File: src/rtl/core/dnc_pkg.sv
package dnc_pkg;

	localparam int unsigned CHAR_W  = 8;
	localparam int unsigned LABEL_W = 7;
	localparam int unsigned TOTAL_W = 9;
	localparam int unsigned LEN_W   = 8;

	localparam logic [LABEL_W-1:0] LABEL_MAX = 7'd63;
	localparam logic [LABEL_W-1:0] LABEL_SAT = 7'd127;
	localparam logic [TOTAL_W-1:0] TOTAL_SAT = 9'd511;

	localparam logic [CHAR_W-1:0] CH_HYPHEN = 8'h2D;
	localparam logic [CHAR_W-1:0] CH_DOT    = 8'h2E;
	localparam logic [CHAR_W-1:0] CH_LOW_A  = 8'h61;
	localparam logic [CHAR_W-1:0] CH_LOW_Z  = 8'h7A;
	localparam logic [CHAR_W-1:0] CH_DIG_0  = 8'h30;
	localparam logic [CHAR_W-1:0] CH_DIG_9  = 8'h39;

	localparam logic [LEN_W-1:0] MAX_LEN_RESET = 8'd253;

	typedef logic [CHAR_W-1:0]  char_t;
	typedef logic [LABEL_W-1:0] label_cnt_t;
	typedef logic [TOTAL_W-1:0] total_cnt_t;
	typedef logic [LEN_W-1:0]   name_len_t;

endpackage

File: src/rtl/core/dnc_char_if.sv
interface dnc_char_if;
	import dnc_pkg::*;

	logic  valid;
	logic  ready;
	char_t character;
	logic  last_char;
	logic  no_char;

	modport source (output valid, output character, output last_char, output no_char,
		input ready);
	modport sink (input valid, input character, input last_char, input no_char,
		output ready);

endinterface

File: src/rtl/core/dnc_result_if.sv
interface dnc_result_if;

	logic valid;
	logic ready;
	logic name_valid;

	modport source (output valid, output name_valid, input ready);
	modport sink (input valid, input name_valid, output ready);

endinterface

File: src/rtl/core/dns_name_checker_top.sv
// A word accepted at a clock edge is registered in the input stage; its result, if it
// carries last_char, is loaded into the result register when that register is free.
// Flow: one word per cycle, but a last_char word waits while a result is held;
// the per-name counters update in the stage after the input register; other words pass.
// Reset (arst_n low, asynchronous): counters and flags clear, both stages empty,
// max_name_length returns to 253.
module dns_name_checker_top (
	input  logic                clk,
	input  logic                arst_n,
	dnc_char_if.sink            chars,
	dnc_result_if.source        result,
	input  logic                cfg_we,
	input  dnc_pkg::name_len_t  cfg_data
);
	import dnc_pkg::*;

	name_len_t  max_len_q;
	label_cnt_t label_count_q;
	total_cnt_t total_count_q;
	logic       prev_hyphen_q;
	logic       error_seen_q;

	logic  valid_s1;
	char_t char_s1;
	logic  last_s1;
	logic  none_s1;

	logic  res_valid_q;
	logic  res_name_valid_q;

	logic       out_free;
	logic       adv_s1;
	logic       is_dot;
	logic       is_hyphen;
	logic       is_ldh;
	label_cnt_t label_inc;
	label_cnt_t label_nx;
	total_cnt_t total_nx;
	logic       hyphen_nx;
	logic       error_nx;
	logic       name_ok;

	assign out_free    = !res_valid_q || result.ready;
	assign adv_s1      = valid_s1 && (!last_s1 || out_free);
	assign chars.ready = !valid_s1 || adv_s1;

	assign result.valid      = res_valid_q;
	assign result.name_valid = res_name_valid_q;

	always_comb begin
		is_dot    = (char_s1 == CH_DOT);
		is_hyphen = (char_s1 == CH_HYPHEN);
		is_ldh    = ((char_s1 >= CH_LOW_A) && (char_s1 <= CH_LOW_Z)) ||
			((char_s1 >= CH_DIG_0) && (char_s1 <= CH_DIG_9)) || is_hyphen;
		label_inc = (label_count_q < LABEL_SAT) ? label_count_q + 7'd1 : label_count_q;

		label_nx  = label_count_q;
		total_nx  = total_count_q;
		hyphen_nx = prev_hyphen_q;
		error_nx  = error_seen_q;
		if (!none_s1) begin
			total_nx = (total_count_q < TOTAL_SAT) ? total_count_q + 9'd1 : total_count_q;
			if (is_dot) begin
				// empty label or label ending in a hyphen
				error_nx  = error_seen_q || (label_count_q == '0) || prev_hyphen_q;
				label_nx  = '0;
				hyphen_nx = 1'b0;
			end else begin
				error_nx  = error_seen_q || !is_ldh ||
					((label_count_q == '0) && is_hyphen) || (label_inc > LABEL_MAX);
				label_nx  = label_inc;
				hyphen_nx = is_hyphen;
			end
		end

		if (total_nx == '0) begin
			name_ok = !error_nx;
		end else begin
			name_ok = !error_nx && (label_nx != '0) && !hyphen_nx &&
				(total_nx <= {1'b0, max_len_q});
		end
	end

	always_ff @(posedge clk or negedge arst_n) begin
		if (!arst_n) begin
			max_len_q <= MAX_LEN_RESET;
		end else if (cfg_we) begin
			max_len_q <= cfg_data;
		end
	end

	always_ff @(posedge clk or negedge arst_n) begin
		if (!arst_n) begin
			valid_s1 <= 1'b0;
		end else if (chars.ready) begin
			valid_s1 <= chars.valid;
		end
	end

	always_ff @(posedge clk) begin
		if (chars.ready && chars.valid) begin
			char_s1 <= chars.character;
			last_s1 <= chars.last_char;
			none_s1 <= chars.no_char;
		end
	end

	always_ff @(posedge clk or negedge arst_n) begin
		if (!arst_n) begin
			label_count_q <= '0;
			total_count_q <= '0;
			prev_hyphen_q <= 1'b0;
			error_seen_q  <= 1'b0;
		end else if (adv_s1) begin
			if (last_s1) begin
				// clear for the next name
				label_count_q <= '0;
				total_count_q <= '0;
				prev_hyphen_q <= 1'b0;
				error_seen_q  <= 1'b0;
			end else begin
				label_count_q <= label_nx;
				total_count_q <= total_nx;
				prev_hyphen_q <= hyphen_nx;
				error_seen_q  <= error_nx;
			end
		end
	end

	always_ff @(posedge clk or negedge arst_n) begin
		if (!arst_n) begin
			res_valid_q <= 1'b0;
		end else if (out_free) begin
			res_valid_q <= adv_s1 && last_s1;
		end
	end

	always_ff @(posedge clk) begin
		if (out_free && adv_s1 && last_s1) begin
			res_name_valid_q <= name_ok;
		end
	end

`ifndef SYNTHESIS
	a_clear_after_last: assert property (@(posedge clk) disable iff (!arst_n)
		(adv_s1 && last_s1) |=> (label_count_q == '0) && (total_count_q == '0) &&
			!error_seen_q && !prev_hyphen_q)
		else $error("running state not cleared after end of name");

	a_label_within_total: assert property (@(posedge clk) disable iff (!arst_n)
		label_count_q <= {2'b00, total_count_q[TOTAL_W-1:2]} ||
			label_count_q <= total_count_q[LABEL_W-1:0] || total_count_q > 9'd127)
		else $error("label count exceeds total count");

	a_long_label_flags: assert property (@(posedge clk) disable iff (!arst_n)
		(label_count_q > LABEL_MAX) |-> error_seen_q)
		else $error("overlong label without error flag");

	a_result_needs_last: assert property (@(posedge clk) disable iff (!arst_n)
		($rose(res_valid_q)) |-> $past(adv_s1 && last_s1))
		else $error("result raised without end of name");
`endif

endmodule

File: src/flat_wrapper.sv
// flat-port wrapper written by rule: the top's interface ports become plain ports
module dns_name_checker_top_flat import dnc_pkg::*;
  (clk, arst_n, cfg_we, cfg_data, chars_valid, chars_character, chars_last_char, chars_no_char, chars_ready, result_valid, result_name_valid, result_ready);
  dnc_char_if chars_i ();
  dnc_result_if result_i ();
  input  logic clk;
  input  logic arst_n;
  input  logic cfg_we;
  input  dnc_pkg::name_len_t cfg_data;
  input wire logic [$bits(chars_i.valid)-1:0] chars_valid;
  input wire logic [$bits(chars_i.character)-1:0] chars_character;
  input wire logic [$bits(chars_i.last_char)-1:0] chars_last_char;
  input wire logic [$bits(chars_i.no_char)-1:0] chars_no_char;
  output wire logic [$bits(chars_i.ready)-1:0] chars_ready;
  output wire logic [$bits(result_i.valid)-1:0] result_valid;
  output wire logic [$bits(result_i.name_valid)-1:0] result_name_valid;
  input wire logic [$bits(result_i.ready)-1:0] result_ready;
  assign chars_i.valid = chars_valid;
  assign chars_i.character = chars_character;
  assign chars_i.last_char = chars_last_char;
  assign chars_i.no_char = chars_no_char;
  assign chars_ready = chars_i.ready;
  assign result_valid = result_i.valid;
  assign result_name_valid = result_i.name_valid;
  assign result_i.ready = result_ready;
  dns_name_checker_top u_core (.clk(clk), .arst_n(arst_n), .chars(chars_i), .result(result_i), .cfg_we(cfg_we), .cfg_data(cfg_data));
endmodule
File: config.mk
export PLATFORM = sky130hd
export DESIGN_NAME = dns_name_checker_top_flat
export DESIGN_NICKNAME = d
export VERILOG_FILES = /design/src/rtl/core/dnc_pkg.sv /design/src/rtl/core/dnc_char_if.sv /design/src/rtl/core/dnc_result_if.sv /design/src/rtl/core/dns_name_checker_top.sv /design/src/flat_wrapper.sv
export SDC_FILE = /design/constraint.sdc
export NUM_CORES = 1
export LEC_CHECK = 0
export ABC_AREA = 1
export BUFFER_PORTS_ARGS = -buffer_cell sky130_fd_sc_hd__buf_4
export CELL_PAD_IN_SITES_DETAIL_PLACEMENT = 1
export CELL_PAD_IN_SITES_GLOBAL_PLACEMENT = 1
export CORE_MARGIN = 4
export CORE_UTILIZATION = 40
export CTS_BUF_LIST = sky130_fd_sc_hd__clkbuf_2
export CTS_CLUSTER_SIZE = 16
export DETAILED_ROUTE_END_ITERATION = 7
export PLACE_DENSITY_LB_ADDON = 0.1
export SLEW_MARGIN = 20
export SYNTH_ARGS = -nofsm -noshare
export SYNTH_HDL_FRONTEND = slang
export SYNTH_SLANG_ARGS = --single-unit
File: constraint.sdc
create_clock -name clk -period 2.9 [get_ports clk]
set_clock_uncertainty 0.1 [all_clocks]
set_input_delay 0.58 -clock clk [delete_from_list [all_inputs] [get_ports clk]]
set_output_delay 0.58 -clock clk [all_outputs]
set_load 0.02 [all_outputs]
======== Word level (Yosys, flattened, before mapping) ========
Cells that the tools add are included.
storage, ports and cells
  register bits ........................... 39
  input port bits ......................... 23
  output and inout port bits .............. 3
  logic and storage cells ................. 67
operators by class
  add/sub/neg operators ................... 2
  $lt $le $gt $ge ......................... 8
  equal/unequal tests ..................... 2
  muxes and demuxes ....................... 14
  reduce and logical (&&, ||, !) cells .... 30
operator list
  operator               count
  $mux W7                4
  $mux W9                3
  $eq A8 B6 Y1 const B   2
  $logic_and A1 B1 Y1    11
  $logic_or A1 B1 Y1     10
  $add A9 B1 Y9 const B  1
  $le A9 B8 Y1           1
  $logic_not A9 Y1       1
  $lt A9 B9 Y1 const B   1
  $ge A8 B6 Y1 const B   1
  $ge A8 B7 Y1 const B   1
  $le A8 B6 Y1 const B   1
  $le A8 B7 Y1 const B   1
  $add A7 B1 Y7 const B  1
  $gt A7 B6 Y1 const B   1
  $logic_not A7 Y1       1
  $lt A7 B7 Y1 const B   1
  $mux W1                7
  $reduce_bool A7 Y1     1
  $logic_not A1 Y1       6

======== Longest topological paths before layout ========
Gate-level depths: netlist of run 1.
  depth after elaboration ................. 15
  mapped depth ............................ 19
  depth with buffers taken out ............ 19

======== Worst setup path after synthesis of run 1 ========
No wires, ideal clock.
  kind .................................... flip-flop to flip-flop
  start point ............................. register u_core.total_count_q[0]
  end point ............................... register u_core.res_name_valid_q, in the netlist u_core.result.name_valid (data pin)
  setup time .............................. 253 ps
  data arrival time ....................... 2053 ps
  required time ........................... 2547 ps
  setup slack ............................. 493 ps
  cell stages (with the launch flop) ...... 19
  buffers on the path ..................... 0
  clock period less this slack ............ 2407 ps
  path through ............................ dfrtp_1 ha_1 nand3_1 xor2_1 nand3_1 o21ai_2 inv_1 ha_1 nand2_1 nor2_1 nand2_1 nand3_1 nand2_1 nand2_1 nand2_1 nand2_1 a21oi_1 nand2_1 a21oi_2
on the way
  longest elaborated chain between the ends .. 6
  elaborated cells between the ends (all ways) .. 8
  those cells by class .................... add/sub (1); order compare (2); mux (3); reduce/logical (2)
RTL lines
  what                                                  line                         source
  start, declared                                       dns_name_checker_top.sv:19   total_cnt_t total_count_q;
  start signal, assigned                                dns_name_checker_top.sv:123  total_count_q <= total_nx;
  $add A9 B1 Y9 / $lt A9 B9 Y1 (equally long branches)  dns_name_checker_top.sv:62   total_nx = (total_count_q < TOTAL_SAT) ? total_count_q + 9'd1 : total_count_q;
  $mux W9                                               dns_name_checker_top.sv:62
  $mux W9 *                                             dns_name_checker_top.sv:61   if (!none_s1) begin
  $le A9 B8 Y1                                          dns_name_checker_top.sv:80   (total_nx <= {1'b0, max_len_q});
  $logic_and A1 B1 Y1                                   dns_name_checker_top.sv:79   name_ok = !error_nx && (label_nx != '0) && !hyphen_nx &&
  $mux W1 *                                             dns_name_checker_top.sv:76   if (total_nx == '0) begin
  named net u_core.name_ok                              dns_name_checker_top.sv:41   logic name_ok;
  end signal, assigned                                  dns_name_checker_top.sv:140  res_name_valid_q <= name_ok;
  end, declared                                         dns_name_checker_top.sv:29   logic res_name_valid_q;
The timed path passes the listed nets; every way through them passes the cells marked *.
A chain may end at the register's enable or synchronous reset.

======== Worst setup path in the final report of run 1 ========
Same ends and word-level chain as after synthesis.

==> results.cfg, run 1 <==
[outcome]
status = finished clean

[setup_path]
rr_startpoint = u_core.total_count_q[0]$_DFFE_PN0P_
startpoint = u_core.total_count_q[0]$_DFFE_PN0P_
slowest_stage = dfrtp_2
start_kind = register
crit_fanout = 5
crit_path_max_incr_delay_ns = 0.50
crit_path_cell_trace = ha_1, nand3_1, xor2_1, nand3_1, o21ai_2, inv_1, ha_1, nand2_1, nor2_1, nand2_1, nand3_1, nand2_1, nand2_1, nand2_1, nand2_1, a21oi_2, nand2_1, a21oi_2
crit_path_end_kind = register
timing.critical_path.mode_cell = nand2_1
cp.arrival_ns = 2.79
path_class = reg2reg
required_ns = 3.02

[yosys]
syn-cell-area_um2 = 2462
synthesis.nets = 343
syn_inst = 309
yosysWarnings = 0
ys_types = 33
yosys.area_share.simple_pct = 33.18
yosysSeqAreaShare_pct = 42.23
ys_seq_elements = 39
yosys-mux-area-fraction_pct = 0.4573
synth_top_family_by_area = simple AND/OR/NAND/NOR gates
yosys.area.top_type_share_pct = 21.34
synth_area_leaders = dfrtp_1, edfxtp_1, nand2_1
synthAdderAreaFrac_pct = 5.589
synth_compound_area_share_pct = 8.486
avgSynthCellArea_um2 = 7.969
synth_top_area_cell = dfrtp_1
synthXorXnorAreaFrac_pct = 1.067

[power]
fin_total_pwr_mw = 1.188
power-per-cell-area_nw_per_um2 = 421.3
vdd_drop_max_mv = 0.2137
p_leak_nw = 1.360

[layout]
drive_above_1_share_pct = 24.49
diodes = 0
seqCellArea_um2 = 1041
multi_input_area_um2 = 1205
most-common-layout-cells = nand2_1, inv_1, nand3_1, buf_4, dfrtp_1
final_common_cell = nand2_1
synthToLayoutAreaGrowth_pct = 14.53
final_nets = 376
nFillCells = 757

[clocking]
worstSkewPairLatency_ns = 0.41
clockBufferDepth = 2
cts_buffers = 5
cts_root_buf = clkbuf_2
cts_tree = done
clock_sinks = 39
clk_pin_slew_worst_paths_ns = 0.24
cts_max_level = 2

[sta]
fmax_mhz = 375.1
tightest_slew_ns = 0.4066
fin_crit_sh_pct = 91.93
min_period_ns = 2.666
relSlewSlack_pct = 72.90
drv_slew = 0
hold_viol = 0
rsz0062_at_grt = false
setup_tns_ns = 0
setup_viol = 0

[routing]
first_iter_violations = 66
wl_per_cell_um = 14.48
route.detailed.drc = 0
drt-total-wl_mm = 6.053
viasPerCell = 5.048
num_vias = 2110
dr.pass1.iters = 4
postRouteAntennaNets = 0

[grt]
grt_overflow = 0
grt_start_max_net_pins = 29
antenna_found_initial = 0
grt_usage_pct = 18.14
grt_pass1_vias = 2218
grt_pass1_wl_mm = 10.74

[worst_hold_path]
hp-start = chars_character[6]
hold_path.class = in2reg

[job]
cap_violations = 0

[die]
die_w_um = 86.46
fp.dieArea_um2 = 7475
die_h_um = 86.46
start_util_pct = 41.34
rows = 28
core_area_um2 = 5956
ios = 26

[place]
port_buffers = 25
dp_hpwl_mm = 4.611
place_congestion = 0.8027
==> routing by layer <==
metal	vias up	share of wire, %	wire length [µm]	global-route usage [%]
li1	1077	-	-	-
met1	986	49	2985	25.94
met2	39	45	2747	28.30
met3	8	4.0	240	3.517
met4	0	1.3	79	4.391
met5	-	0	0	0
==> area by class of cell <==
| type | instances | area share [%] |
|---|---|---|
| Clock buffer | 5 | 0.8873 |
| Tap cell | 75 | 3.327 |
| Timing Repair Buffer | 32 | 8.607 |
| Clock inverter | 3 | 0.7099 |
| Sequential cell | 39 | 36.91 |
| Multi-Input combinational cell | 213 | 42.72 |
| Inverter | 51 | 6.832 |
==> worst max-delay path, delay by kind of cell (launching register included) <==
kind	cells	cell delay [ns]
adders and majority gates	2	0.54
xor gates and xnor gates	1	0.16
buffers and inverters	1	0.07
DFF	1	0.50
and+or+nand+nor	11	0.87
AOI/OAI and AO/OA	3	0.21
==> final timing paths <==
check | end | slack (ns) | cells after the start
worst min register to register | u_core.max_len_q[2]$_DFFE_PN1P_ | 0.42 | 2
worst max-delay path | u_core.result.name_valid$_DFFE_PP_ | 0.23 | 18
max in group asynchronous | u_core.max_len_q[6]$_DFFE_PN1P_ | 1.85 | 2
worst max register to register | u_core.result.name_valid$_DFFE_PP_ | 0.23 | 18
worst min-delay path | u_core.char_s1[6]$_DFFE_PP_ | 0.23 | 1
min in group asynchronous | u_core.total_count_q[6]$_DFFE_PN0P_ | 0.48 | 2
==> what timing repair did <==
| item | 4_1_cts | 5_1_grt |
|---|---|---|
| hold endpoints to repair | 21 | 0 |
| gates resized for setup | 0 | 2 |
| hold buffers | 1 | 0 |
| endpoints found under the setup margin | 0 | 1 |
| setup buffers | 0 | 2 |
==> cells in the mapped netlist (all sizes together) <==
master,instances
nand2,88
inv,50
nand3,36
dfrtp,21
nor2,21
o21ai,15
o22ai,14
edfxtp,11
ha,11
nand4,8
dfstp,7
a21oi,5
nand3b,4
nor3,4
buf,3
clkbuf,3
and2,2
xor2,2
clkinv,1
mux2,1
o21ba,1
xnor2,1
==> report_power, final <==
part / switching, mW / internal [mW] / total, mW
clock network: 0.204 / 0.0571 / 0.261
logic: 0.168 / 0.114 / 0.282
registers: 0.0313 / 0.615 / 0.646
==> logic make-up after synthesis <==
family / after synthesis
XOR/XNOR: 3
AO/OA/AOI/OAI: 35
multiplexers: 1
buffers and inverters: 57
AND/OR/NAND/NOR: 163
adder cells (fa/ha/maj): 11
flip-flops: 39
==> stage by stage <==
stage | setup WS [ns] | instance area [µm²] | instances | hold WS, ns | util (%)
after global routing | 0.02718 | 2820 | 418 | 0.1573 | 47.35
after global placement | 0.3776 | 2745 | 407 | 0.3821 | 46.09
after detailed placement | 0.2317 | 2745 | 407 | 0.3977 | 46.09
after CTS | 0.1938 | 2800 | 416 | 0.1961 | 47.02
final | 0.2340 | 2820 | 418 | 0.2315 | 47.35
after floorplan | 0.4930 | 2462 | 309 | 0.1844 | -
==> state kept, by name, summed over array words and instances (netlist names) <==
name and flops:
u_core.none_s1 1, u_core.prev_hyphen_q 1, u_core.max_len_q 8, u_core.char_s1 8, u_core.result.valid 1, u_core.label_count_q 7
u_core.error_seen_q 1, u_core.result.name_valid 1, u_core.total_count_q 9, u_core.last_s1 1, u_core.valid_s1 1
(Power assumes the default switching activity.)
==> inputs of run 2 (changes only) <==
==> constraint.sdc (replaced) <==
create_clock -name clk -period 2.9 [get_ports clk]
set_clock_uncertainty 0.1 [all_clocks]
set_input_delay 0.29 -clock clk [delete_from_list [all_inputs] [get_ports clk]]
set_output_delay 0.29 -clock clk [all_outputs]
set_load 0.02 [all_outputs]
==> results.cfg, run 2 (synthesized netlist as in run 1, its figures left out) <==
[outcome]
status = finished clean

[job]
cap_violations = 0

[grt]
grt_overflow = 0
grt_pass1_vias = 2374
antenna_found_initial = 0
grt_usage_pct = 19.64
grt_start_max_net_pins = 29
grt_pass1_wl_mm = 11.62

[routing]
first_iter_violations = 83
postRouteAntennaNets = 0
num_vias = 2215
wl_per_cell_um = 14.93
viasPerCell = 5.034
drt-total-wl_mm = 6.568
dr.pass1.iters = 4
route.detailed.drc = 0

[place]
port_buffers = 25
place_congestion = 0.8027
placed_area_um2 = 2745
dp_hpwl_mm = 4.611

[setup_path]
crit_path_end_kind = register
crit_fanout = 5
start_kind = register
required_ns = 3.03
path_class = reg2reg
cp.arrival_ns = 2.79

[sta]
rsz0062_at_grt = false
min_period_ns = 2.663
relSlewSlack_pct = 72.48
setup_viol = 0
hold_viol = 0
hold_ws_ns = 0.1902
fmax_mhz = 375.5
tightest_slew_ns = 0.4129
drv_slew = 0
fin_crit_sh_pct = 91.82
setup_tns_ns = 0

[die]
fp.dieArea_um2 = 7475
start_util_pct = 41.34
ios = 26
core_area_um2 = 5956
rows = 28
die_w_um = 86.46
die_h_um = 86.46

[layout]
drive_above_1_share_pct = 23.01
final_common_cell = nand2_1
nFillCells = 742
final_nets = 398
most-common-layout-cells = nand2_1, inv_1, nand3_1, buf_4, dlygate4sd3_1
largest_reg_flops = 9
fin_util_pct = 51.05
diodes = 0
synthToLayoutAreaGrowth_pct = 23.48
regMostFlops = u_core.total_count_q
postLayoutCellArea_um2 = 3040
top_regs = u_core.total_count_q x9, u_core.char_s1 x8, u_core.max_len_q x8

[clocking]
cts_root_buf = clkbuf_2
cts_tree = done
cts_max_level = 2
clk_pin_slew_worst_paths_ns = 0.24
clockBufferDepth = 2
worstSkewPairLatency_ns = 0.42
cts_buffers = 5
clock_sinks = 39

[power]
p_leak_nw = 1.452
vdd_drop_max_mv = 0.2177
power-per-cell-area_nw_per_um2 = 401.2

[worst_hold_path]
hold_path.class = in2async
run 2: changes by cell type in the layout (fill, tap and decap cells not counted):
cell / before / now
dlygate4sd3_1: 1 / 23
run 2: what timing repair did:
action,in CTS,in global routing
setup buffers,0,2
hold buffers,22,1
resized for setup,0,2
endpoints found under the setup margin,0,1
hold endpoints to repair,48,2
run 2: routing by layer:
metal / track usage (%) / part of all wire [%]
met2: 31.99 / 46
met1: 27.22 / 49
met3: 3.612 / 3.3
met4: 4.391 / 1.2
met5: 0 / 0
run 2: area by class of cell:
| type | count | area (µm²) | share of cell area, % |
|---|---|---|---|
| multi-input combinational | 213 | 1205 | 39.63 |
| sequential | 39 | 1041 | 34.24 |
| timing repair buffer | 54 | 462.9 | 15.23 |
| inverter | 51 | 192.7 | 6.337 |
| tap | 75 | 93.84 | 3.086 |
| clock buffer | 5 | 25.02 | 0.8230 |
| clock inverter | 3 | 20.02 | 0.6584 |
run 2: worst paths after layout:
kind                                                          start                                   to  slack, ns  cells after the start
worst min-delay path                                         arst_n  u_core.total_count_q[6]$_DFFE_PN0P_       0.19                      2
min in group clk                    u_core.max_len_q[5]$_DFFE_PN1P_      u_core.max_len_q[5]$_DFFE_PN1P_       0.42                      2
worst max-delay path            u_core.total_count_q[0]$_DFFE_PN0P_   u_core.result.name_valid$_DFFE_PP_       0.24                     18
worst min register to register      u_core.max_len_q[5]$_DFFE_PN1P_      u_core.max_len_q[5]$_DFFE_PN1P_       0.42                      2
worst max register to register  u_core.total_count_q[0]$_DFFE_PN0P_   u_core.result.name_valid$_DFFE_PP_       0.24                     18
max in group asynchronous                                    arst_n      u_core.max_len_q[3]$_DFFE_PN1P_       2.14                      2
run 2: critical path: stages, from the launching register on:
cell     delay, ns
dfrtp_2       0.50
ha_1          0.24
nand3_1       0.13
xor2_1        0.16
nand3_1       0.10
o21ai_2       0.11
inv_1         0.07
ha_1          0.30
nand2_1       0.08
nor2_1        0.14
nand2_1       0.07
nand3_1       0.06
nand2_1       0.05
nand2_1       0.05
nand2_1       0.04
nand2_1       0.07
a21oi_2       0.05
nand2_1       0.08
a21oi_2       0.05
run 2: where the power goes:
part | internal, mW | total, mW | switching [mW]
Combinational | 0.134 | 0.310 | 0.176
Clock | 0.0571 | 0.264 | 0.207
Sequential | 0.615 | 0.646 | 0.0314
Total | 0.806 | 1.22 | 0.414
run 2: stage by stage:
step,power (mW),instances,setup slack [ns]
2_1_floorplan,0.8314,309,0.4930
3_3_place_gp,0.9188,407,0.3776
3_5_place_dp,0.9308,407,0.2317
4_1_cts,1.227,437,0.1938
5_1_grt,1.312,440,0.02718
6_report,1.220,440,0.2372
==> inputs of run 3 (changes only) <==
Settings changed: CTS_BUF_LIST sky130_fd_sc_hd__clkbuf_2 to sky130_fd_sc_hd__clkbuf_4.
==> results.cfg, run 3 (synthesized netlist as in run 1, its figures left out) <==
[outcome]
status = finished clean

[grt]
grtUsageMet1_pct = 26.67
grt_pass1_vias = 2237
grt_usage_pct = 18.40
antenna_found_initial = 0
met3_usage_pct = 3.422
top_usage_layer = met2
grt.met2_usage_pct = 28.72
grt_pass1_wl_mm = 10.92
grt_overflow = 0
grt_start_max_net_pins = 29

[clocking]
cts_root_buf = clkbuf_4
cts_buffers = 5
clock_sinks = 39
cts_tree = done
worstSkewPairLatency_ns = 0.36
clockBufferDepth = 2
cts_max_level = 2
clk_pin_slew_worst_paths_ns = 0.14

[setup_path]
crit_path_max_incr_delay_ns = 0.47
cp.arrival_ns = 2.68
rr_startpoint = u_core.total_count_q[0]$_DFFE_PN0P_
path_class = reg2reg
required_ns = 2.94
crit_path_cell_trace = ha_1, nand3_1, xor2_1, nand3_1, o21ai_2, inv_1, ha_1, nand2_1, nor2_1, nand2_1, nand3_1, nand2_1, nand2_1, nand2_1, nand2_1, a21oi_1, nand2_1, a21oi_2
slowest_stage = dfrtp_2
crit_path_end_kind = register
timing.critical_path.mode_cell = nand2_1
crit_fanout = 5
startpoint = u_core.total_count_q[0]$_DFFE_PN0P_
start_kind = register

[die]
fp.dieArea_um2 = 7475
rows = 28
die_h_um = 86.46
die_w_um = 86.46
ios = 26
core_area_um2 = 5956
start_util_pct = 41.34

[place]
dp_hpwl_mm = 4.611
port_buffers = 25
dp_cells = 407
place_congestion = 0.8027

[routing]
viasPerCell = 4.995
route.detailed.drc = 0
first_iter_violations = 77
postRouteAntennaNets = 0
num_vias = 2138
dr.pass1.iters = 4
drt-total-wl_mm = 6.190
wl_per_cell_um = 14.46

[sta]
fmax_mhz = 378.7
tightest_slew_ns = 0.4221
hold_viol = 0
setup_tns_ns = 0
min_period_ns = 2.641
drv_slew = 0
setup_viol = 0
rsz0062_at_grt = false
relSlewSlack_pct = 71.86
fin_crit_sh_pct = 91.06

[layout]
final_nets = 386
largest_reg_flops = 9
drive_above_1_share_pct = 23.51
synthToLayoutAreaGrowth_pct = 18.95
top_regs = u_core.total_count_q x9, u_core.char_s1 x8, u_core.max_len_q x8
diodes = 0
regMostFlops = u_core.total_count_q
fin_util_pct = 49.18
layoutNonFillerInstCount = 428
most-common-layout-cells = nand2_1, inv_1, nand3_1, buf_4, dfrtp_1
final_common_cell = nand2_1

[power]
p_leak_nw = 1.403
power-per-cell-area_nw_per_um2 = 421.3
vdd_drop_max_mv = 0.2588

[worst_hold_path]
hold_path.class = in2reg
hp-start = cfg_data[2]

[job]
cap_violations = 0
-- run 3: path summary, 6_finish.rpt --
check	to	depth (start not counted)	slack, ns
setup reg to reg	u_core.result.name_valid$_DFFE_PP_	18	0.26
hold / removal	u_core.max_len_q[2]$_DFFE_PN1P_	3	0.04
hold reg to reg	u_core.max_len_q[2]$_DFFE_PN1P_	2	0.41
max in group asynchronous	u_core.max_len_q[3]$_DFFE_PN1P_	2	2.06
min in group asynchronous	u_core.total_count_q[6]$_DFFE_PN0P_	2	0.29
setup / recovery	u_core.result.name_valid$_DFFE_PP_	18	0.26
-- run 3: final cells by class --
class                           count  area (µm²)
Fill cell                         752        3027
Multi-Input combinational cell    213        1201
Sequential cell                    39        1041
Timing Repair Buffer               42       342.8
Inverter                           51       192.7
Tap cell                           75       93.84
Clock buffer                        5       37.54
Clock inverter                      3       20.02
-- run 3: worst max-delay path: cells and delay by family (launching register included) --
| kind | cells | cell delay [ns] |
|---|---|---|
| flip-flops | 1 | 0.47 |
| buffers and inverters | 1 | 0.07 |
| adder cells (fa/ha/maj) | 2 | 0.54 |
| AO/OA/AOI/OAI | 3 | 0.22 |
| AND/OR/NAND/NOR | 11 | 0.84 |
| XOR/XNOR | 1 | 0.16 |
-- run 3: per-layer routing --
metal	wire length, µm	vias to the layer above	share of wire (%)
met3	196	4	3.2
met4	38	0	0.61
met1	3165	1004	51
li1	-	1100	-
met2	2790	30	45
met5	0	-	0
-- run 3: power breakdown --
part           switching [mW]  total (mW)  internal (mW)  leakage, nW
Clock                   0.204       0.296         0.0928       0.0272
Sequential             0.0316       0.646          0.614        0.461
Combinational           0.170       0.292          0.122        0.915
-- run 3: repair_timing --
action	CTS	global route
hold buffers	11	0
endpoints found under the setup margin	0	1
resized for setup	0	1
hold endpoints to repair	31	0
setup buffers	0	2
-- run 3: through the flow --
| step | setup slack (ns) | total power [mW] | instance area, µm² | hold slack, ns |
|---|---|---|---|---|
| 6_report | 0.2593 | 1.234 | 2929 | 0.04132 |
| 3_3_place_gp | 0.3776 | 0.9188 | 2745 | 0.1446 |
| 2_1_floorplan | 0.4930 | 0.8314 | 2462 | -0.1056 |
| 5_1_grt | 0.005385 | 1.327 | 2929 | 0.01814 |
| 4_1_cts | 0.2063 | 1.247 | 2913 | 0.02578 |
| 3_5_place_dp | 0.2317 | 0.9308 | 2745 | 0.1540 |
